### config.mk
export PLATFORM = sky130hd
export DESIGN_NAME = cins_ctrl
export DESIGN_NICKNAME = d
export VERILOG_FILES = /design/src/rtl/cins_pkg.sv /design/src/rtl/cins_ctrl.sv
export SDC_FILE = /design/constraint.sdc
export NUM_CORES = 1
export LEC_CHECK = 0
export ABC_AREA = 1
export ABC_CLOCK_PERIOD_IN_PS = 1200
export BUFFER_PORTS_ARGS = -buffer_cell sky130_fd_sc_hd__buf_2
export CELL_PAD_IN_SITES_DETAIL_PLACEMENT = 0
export CELL_PAD_IN_SITES_GLOBAL_PLACEMENT = 1
export CORE_AREA = 2 2 39 41
export CTS_BUF_LIST = sky130_fd_sc_hd__clkbuf_2
export CTS_CLUSTER_DIAMETER = 30
export DETAILED_ROUTE_END_ITERATION = 8
export DIE_AREA = 0 0 41 43
export PLACE_DENSITY_LB_ADDON = 0.1
export SETUP_SLACK_MARGIN = 0.5
export SLEW_MARGIN = 20
export SYNTH_ARGS = -nofsm -noshare
export SYNTH_HDL_FRONTEND = slang
export SYNTH_SLANG_ARGS = --single-unit
### constraint.sdc
create_clock -name clk -period 1.2 [get_ports clk]
set_clock_uncertainty 0.05 [all_clocks]
set_input_delay 0.06 -clock clk [delete_from_list [all_inputs] [get_ports clk]]
set_output_delay 0.06 -clock clk [all_outputs]
set_load 0.05 [all_outputs]
### src/rtl/cins_pkg.sv
// Shared constants, widths and command types for the column image scaler.
package cins_pkg;

  // Geometry of the kept window and of the rendered picture.
  localparam int WINDOW_BYTES = 4096;
  localparam int ROWS_PER_COL = 64;
  localparam int PICTURE_SIDE = 256;

  // Derived widths.
  localparam int PTR_W   = $clog2(WINDOW_BYTES);
  localparam int CNT_W   = PTR_W + 1;
  localparam int ROW_W   = $clog2(ROWS_PER_COL);
  localparam int COLS_W  = CNT_W - ROW_W;
  localparam int RS_LOG  = $clog2(PICTURE_SIDE);
  localparam int COORD_W = 8;
  localparam int DATA_W  = 8;
  localparam int SXP_W   = COORD_W + COLS_W;
  localparam int SX_W    = SXP_W - RS_LOG;
  localparam int SYP_W   = COORD_W + ROW_W + 1;
  localparam int SY_W    = SYP_W - RS_LOG;

  // Constants of the answer.
  localparam logic [DATA_W-1:0] GRAY_MAX = 8'd255;

  // Operation codes.
  localparam logic OP_LOAD   = 1'b0;
  localparam logic OP_RENDER = 1'b1;

  // Commands from the controller to the datapath.
  typedef struct packed {
    logic load;     // write the incoming byte into the ring
    logic capture;  // latch the render coordinates
    logic map;      // scale the coordinates onto the column grid
    logic finish;   // form the gray level from the read word
  } cins_cmd_t;

endpackage

### src/rtl/cins_ctrl.sv
// Controller state machine that sequences loads and render requests.
module cins_ctrl (
  input  logic                clk,
  input  logic                rst,
  input  logic                start,
  input  logic                operation,
  output logic                busy,
  output cins_pkg::cins_cmd_t cmd
);

  localparam logic [1:0] S_IDLE = 2'd0;
  localparam logic [1:0] S_MAP  = 2'd1;
  localparam logic [1:0] S_ADDR = 2'd2;
  localparam logic [1:0] S_READ = 2'd3;

  logic [1:0] state;
  logic [1:0] state_next;
  logic       accept;

  assign busy   = (state != S_IDLE);
  assign accept = start && !busy;

  // Next state: loads finish in the accepting cycle, renders walk the read path.
  always_comb begin
    state_next = state;
    unique case (state)
      S_IDLE: begin
        if (accept && operation == cins_pkg::OP_RENDER) begin
          state_next = S_MAP;
        end
      end
      S_MAP:   state_next = S_ADDR;
      S_ADDR:  state_next = S_READ;
      S_READ:  state_next = S_IDLE;
      default: state_next = S_IDLE;
    endcase
  end

  always_ff @(posedge clk) begin
    if (rst) begin
      state <= S_IDLE;
    end else begin
      state <= state_next;
    end
  end

  // Commands to the datapath.
  always_comb begin
    cmd.load    = accept && operation == cins_pkg::OP_LOAD;
    cmd.capture = accept && operation == cins_pkg::OP_RENDER;
    cmd.map     = (state == S_MAP);
    cmd.finish  = (state == S_READ);
  end

endmodule

# Yosys cells after proc, flatten, opt, wreduce, memory -nomap -nowiden
# Cells that the tools add are included.
# word_totals
ff_bits	2
inputBits	4
output_inout_bits	5
elab_cells	14
# classes
eq_ne	4
muxes	2
bitwise_logic	1
reduce_logical	6
# op_table
op	n
2-bit case mux with 4 select lines	1
2-bit equality test, second input constant	2
1-bit logical AND	3
2-bit by 1-bit equality test with 1-bit output, second input constant	1
2-bit zero test	1
2-bit 2-to-1 mux	1
2-bit inequality test, second input constant	1
2-bit nonzero test	1
1-bit zero test	1
1-bit NOT	1

# Logic depth before layout (Yosys ltp)
# Gate-level depths: netlist (run 1).
# logic_depth
word_depth	6
ltp_mapped	6
mapped_depth_nobuf	6

# Worst setup path after synthesis (run 1)
# Ideal clock, no wire load.
# synth_path
path_kind	register to output
startpoint	reg state[0]
endpoint	out cmd[3] in the netlist's numbering
arrival_time_ps	1334
required_time_ps	1090
slack_ps	-244
path_stages_with_launch	5
path_buffers	0
cell_sequence	dfxtp_1 > inv_1 > ha_1 > nand2_1 > nor2_1
# synth_lines
item	line	rtl
start, declared	cins_ctrl.sv:16	logic [1:0] state;
start signal, assigned	cins_ctrl.sv:43	state <= state_next;
end, declared	cins_ctrl.sv:8	output cins_pkg::cins_cmd_t cmd

==> results of run 1 <==
-- placed cells by master (no fill, tap or decap), drive strengths merged --
cell / n
buf: 11
ha: 5
nand3: 3
clkbuf: 3
nand2: 3
nor2: 5
clkinvlp: 1
dfxtp: 2
inv: 4
a21oi: 1
or2: 1
-- worst max-delay path, stage by stage (launching register included) --
cell and delay (ns):
dfxtp_4 0.34, inv_4 0.08, ha_4 0.17, nand2_2 0.05
nor2_2 0.09, buf_6 0.16
-- cell type report --
| type | instances | area (um^2) | share of cell area |
|---|---|---|---|
| inverters | 5 | 27.5 | 0.0712 |
| multi-input cells | 18 | 170 | 0.440 |
| clock buffers | 3 | 15.0 | 0.0388 |
| flip-flops and latches | 2 | 45.0 | 0.117 |
| repair buffers | 11 | 109 | 0.282 |
| well taps | 16 | 20.0 | 0.0518 |
-- power by group --
part | internal (mW) | total, mW | switching (mW) | leakage, nW
logic | 0.413 | 0.909 | 0.496 | 0.149
registers | 0.110 | 0.143 | 0.0327 | 0.0175
clock network | 0.0663 | 0.101 | 0.0350 | 0.0125
-- timing repair --
item	CTS	global route
pin swaps	4	3
buffers inserted	1	1
endpoints found under the setup margin	7	7
hold buffers	0	0
resized for setup	21	5
-- kinds of logic after synthesis --
group / after synthesis / synth area share
buffers and inverters: 5 / 0.103
AO/OA/AOI/OAI: 1 / 0.0483
flip-flops: 2 / 0.221
AND/OR/NAND/NOR: 12 / 0.283
adder cells (fa/ha/maj): 5 / 0.345
-- routing by layer --
layer	share of wire	routed length, um	vias up
met5	0	0	-
li1	-	-	106
met1	0.38	170	82
met3	0.036	16	0
met4	0	0	0
met2	0.58	261	2
-- final timing paths --
path	startpoint	endpoint	slack, ns	cells past startpoint
setup / recovery	state[1]	cmd[3]	0.02	5
hold / removal	rst	state[1]	0.07	4
setup reg to reg	state[1]	state[1]	0.07	6
hold reg to reg	state[0]	state[0]	0.56	4
==> run_results.csv, run 1 <==
group,metric,value,unit
placement,total_of_buffers_placed_on_input_and_output_ports,8,
worst_setup_path,timing.critical_path.to_type,"output port",
timing,final-hold-violation-count,0,
timing,final.hold.worst_slack,0.0749,ns
layout,final-instance-count-excl-fill,55,
yosys,post-synth-top-area-fraction,0.345,
layout,largest_reg_by_ff_count,"state",
layout,final_std_cell_area_no_fill,387,um^2
cts,clk_pin_slew,0.03,ns
yosys,synth_area_leader_cell,"ha_1",
yosys,synthesized_nets,34,
detailed_routing,detail-route-antenna-nets,0,
worst_setup_path,crit_path_max_fanout,4,
timing,timing_max_transition_violations_final,0,
grt,largest_net_degree_at_the_start_of_global_routing,5,
grt,antenna_found_initial,0,
yosys,synthesis.area,181,um^2
grt,track_usage,0.0571,
floorplanning,num_io_pins,9,
floorplanning,fp.dieArea,1760,um^2
floorplanning,placeable_area,1380,um^2
placement,detailed_place_hpwl,340,um
detailed_routing,post-route-drc-count,0,
yosys,synthArstFlopShare,0,
layout,largest_register_ffs,2,
placement,placed_area,269,um^2
timing,period_utilization,0.984,
timing,final_period_minus_worst_setup_slack,1.18,ns
timing,rsz0062_at_grt,"yes",
layout,nFillCells,150,
cts,clockRootBuffer,"clkbuf_2",
worst_setup_path,required_time_at_the_endpoint_of_the_critical_path,1.09,ns
layout,final_net_count,50,
grt,grt_use_met2,0.0844,
pwr,power_per_cell_area,2980,nW/um^2
cts,cts.htree.levels,1,
hold_path,hold_class,"input port to flop",
yosys,synthCells,25,
cts,clock_tree_from_tritoncts,"done",
detailed_routing,drtIter0Drc,0,
detailed_routing,dr_total_vias,190,
floorplanning,initial_core_util,0.131,
yosys,ys_ff_latch,2,
job,max_cap_viol_count,0,
cts,total_clock_buffers_created_by_cts,3,
grt,grtUsageMet3,0.0366,
grt,grt_overflow_total,0,
yosys,synth.area.top_cells,"ha_1 (34%), dfxtp_1 (22%), inv_1 (10%)",
placement,gp_congestion,0.650,
placement,place_ws,0.0403,ns
detailed_routing,drt-total-wl,448,um
cts,numClockSinks,2,
timing,setup_viol,0,
outcome,status,"completed",
layout,diodes,0,
worst_setup_path,crit_type,"flop to output port",
grt,globalRoute.busiestLayer,"met2",
floorplanning,floorplan.die.width,41,um
timing,tightest_pin_transition,0.121,ns
layout,syn2layout_area_growth,113,%
yosys,synth-seq-area-share,0.221,
detailed_routing,route.detailed.vias_per_inst,3.45,
timing,final_critical_path_setup_slack,0.0192,ns
grt,use_met1,0.0541,
yosys,postSynthAreaPerCell,7.26,um^2
worst_setup_path,worst_path_arrival,1.07,ns
yosys,ys.flop_type,"dfxtp_1",
grt,first_pass_grt_wire_length,641,um
yosys,synthTopCellsByCount,"ha_1 (5), inv_1 (5), nor2_1 (5)",
pwr,design_power_total,1.15,mW
timing,setup_total_negative_slack,0,ns
layout,final_layout_size_suffix_gt1_frac,0.718,
timing,worst_slew_slack_as_a_fraction_of_its_limit,0.919,
detailed_routing,initial_drt_pass_iterations,1,
cts,clock_tree.buffer_depth,2,
grt,vias_in_the_first_global_route,181,
pwr,leakagePower,0.179,nW
layout,layout.core_utilization,0.279,
floorplanning,die_height,43,um
cts,clk_latency,0.19,ns
yosys,synth_enable_flop_cells,0,
detailed_routing,routedWlPerCell,8.15,um
pwr,vdd.ir_drop.worst,0.000822,V
floorplanning,core.rowCount,14,
yosys,synth_warnings,0,
yosys,ys_types,8,
layout,layout_top_registers,"state: 2 flops",
placement,post-place-cells,50,
timing,max_frequency,847,MHz
worst_setup_path,worstSetupStartpointType,"flop",
No activity file was read; power rests on OpenSTA's default activity.
==> run 2, diff against run 1 <==
--- a/config.mk
+++ b/config.mk
@@ -6,17 +6,18 @@
 export NUM_CORES = 1
 export LEC_CHECK = 0
 export ABC_AREA = 1
-export ABC_CLOCK_PERIOD_IN_PS = 1200
+export ABC_CLOCK_PERIOD_IN_PS = 990
 export BUFFER_PORTS_ARGS = -buffer_cell sky130_fd_sc_hd__buf_2
 export CELL_PAD_IN_SITES_DETAIL_PLACEMENT = 0
 export CELL_PAD_IN_SITES_GLOBAL_PLACEMENT = 1
-export CORE_AREA = 2 2 39 41
+export CORE_AREA = 5 5 42 44
 export CTS_BUF_LIST = sky130_fd_sc_hd__clkbuf_2
 export CTS_CLUSTER_DIAMETER = 30
 export DETAILED_ROUTE_END_ITERATION = 8
-export DIE_AREA = 0 0 41 43
+export DIE_AREA = 0 0 47 49
 export PLACE_DENSITY_LB_ADDON = 0.1
 export SETUP_SLACK_MARGIN = 0.5
+export SKIP_CTS_REPAIR_TIMING = 1
 export SLEW_MARGIN = 20
 export SYNTH_ARGS = -nofsm -noshare
 export SYNTH_HDL_FRONTEND = slang
==> constraint.sdc (replaced) <==
create_clock -name clk -period 0.99 [get_ports clk]
set_clock_uncertainty 0.05 [all_clocks]
set_input_delay 0.0495 -clock clk [delete_from_list [all_inputs] [get_ports clk]]
set_output_delay 0.0495 -clock clk [all_outputs]
set_load 0.05 [all_outputs]
==> run_results.csv, run 2 (synthesis results as in run 1) <==
group,metric,value,unit
grt,grt_overflow_total,0,
hold_path,worstHoldEndpoint,"state[1]",
layout,syn2layout_area_growth,125,%
layout,final_common_cell,"buf_4",
placement,detailed_place_hpwl,364,um
timing,rsz0062_at_grt,"yes",
grt,track_usage,0.0478,
outcome,failed_checks,"setup timing",
hold_path,hold_class,"input port to flop",
worst_setup_path,reg2regPathDepth,5,
floorplanning,num_io_pins,9,
grt,vias_in_the_first_global_route,186,
placement,gp_congestion,0.716,
timing,worst_slew_slack_as_a_fraction_of_its_limit,0.908,
floorplanning,placeable_area,1400,um^2
layout,largest_reg_by_ff_count,"state",
placement,total_of_buffers_placed_on_input_and_output_ports,8,
detailed_routing,drt-total-wl,482,um
floorplanning,die_height,49,um
detailed_routing,routedWlPerCell,8.31,um
hold_path,launch_point_of_the_worst_hold_path,"rst",
detailed_routing,dr_total_vias,213,
layout,final_net_count,53,
worst_setup_path,worst-r2r-setup-slack,-0.14,ns
floorplanning,floorplan.die.width,47,um
worst_setup_path,timing.critical_path.to_type,"output port",
layout,layout.core_utilization,0.291,
detailed_routing,post-route-drc-count,0,
timing,period_utilization,1.18,
outcome,status,"complete, but fails checks",
layout,diodes,0,
placement,post-place-cells,53,
grt,antenna_found_initial,0,
timing,timing_max_transition_violations_final,0,
timing,setup_total_negative_slack,-1.01,ns
worst_setup_path,worst_path_arrival,1.07,ns
detailed_routing,drtIter0Drc,0,
layout,final_layout_size_suffix_gt1_frac,0.762,
layout,final-instance-count-excl-fill,58,
cts,clk_pin_slew,0.03,ns
hold_path,holdPathStages,4,
worst_setup_path,rr_endpoint,"state[0]",
grt,largest_net_degree_at_the_start_of_global_routing,5,
worst_setup_path,required_time_at_the_endpoint_of_the_critical_path,0.89,ns
floorplanning,initial_core_util,0.129,
worst_setup_path,worstSetupStartpointType,"flop",
cts,clockRootBuffer,"clkbuf_2",
grt,first_pass_grt_wire_length,717,um
cts,cts.htree.levels,1,
floorplanning,core.rowCount,14,
timing,tightest_pin_transition,0.139,ns
pwr,vdd.ir_drop.worst,0.00128,V
layout,largest_register_ffs,2,
cts,clock_tree_from_tritoncts,"done",
worst_setup_path,worstReg2RegStart,"state[0]",
timing,max_frequency,855,MHz
detailed_routing,detail-route-antenna-nets,0,
pwr,leakagePower,0.193,nW
layout,most-common-layout-cells,"buf_4 (6), buf_6 (4)",
cts,clock_tree.buffer_depth,2,
cts,numClockSinks,2,
pwr,power_per_cell_area,3630,nW/um^2
timing,final_critical_path_setup_slack,-0.180,ns
floorplanning,fp.dieArea,2300,um^2
timing,final_period_minus_worst_setup_slack,1.17,ns
job,max_cap_viol_count,0,
timing,final-hold-violation-count,0,
worst_setup_path,crit_path_max_fanout,4,
pwr,design_power_total,1.48,mW
worst_setup_path,crit_type,"flop to output port",
cts,total_clock_buffers_created_by_cts,3,
detailed_routing,route.detailed.vias_per_inst,3.67,
layout,layout_top_registers,"state: 2 flops",
timing,setup_viol,7,
cts,clk_latency,0.18,ns
detailed_routing,initial_drt_pass_iterations,1,
==> run 2: changes by cell type in the layout (fill, tap and decap cells not counted), sizes merged <==
cell | previous run | this run
buf | 11 | 14
==> run 2: routing by layer <==
metal / share of wire / vias to the layer above / global-route usage
met4: 0 / 0 / 0.0553
met1: 0.42 / 94 / 0.0545
met3: 0.10 / 0 / 0.0221
met2: 0.48 / 8 / 0.0566
li1: - / 111 / -
met5: 0 / - / 0
==> run 2: final cells by class <==
class,count,area [um^2]
fillers,174,993
multi-input cells,18,180
repair buffers,14,120
flip-flops and latches,2,45.0
inverters,5,27.5
well taps,16,20.0
clock buffers,3,15.0
==> run 2: where the power goes <==
part           internal [mW]  leakage (nW)  switching [mW]  total, mW
clock                 0.0803        0.0125          0.0409      0.121
combinational          0.551         0.163           0.633       1.18
sequential             0.133        0.0175          0.0413      0.175
==> run 2: how the worst max path moves through the flow <==
stage / start / to / slack (ns) / cells after the start
4_1_cts: state[1] / cmd[2] / -0.35 / 5
3_3_place_gp: state[0] / state[0] / -0.22 / 5
5_1_grt: state[1] / cmd[3] / -0.25 / 5
2_1_floorplan: state[1] / state[1] / -0.25 / 6
6_report: state[1] / cmd[3] / -0.18 / 5
3_5_place_dp: state[0] / state[0] / -0.21 / 5
==> run 2: critical path, stage by stage, from the launching register on <==
cell	delay [ns]
dfxtp_4	0.34
inv_4	0.07
ha_4	0.17
nand2_2	0.05
nor2_2	0.08
buf_6	0.16
==> run 2: through the flow <==
step	hold WS [ns]	setup WS [ns]	area [um^2]
detailed placement	0.262	-0.213	292
floorplan	0.145	-0.255	201
global route	0.0869	-0.252	408
CTS	0.0584	-0.345	307
finish	0.0621	-0.180	408
global placement	0.262	-0.222	292
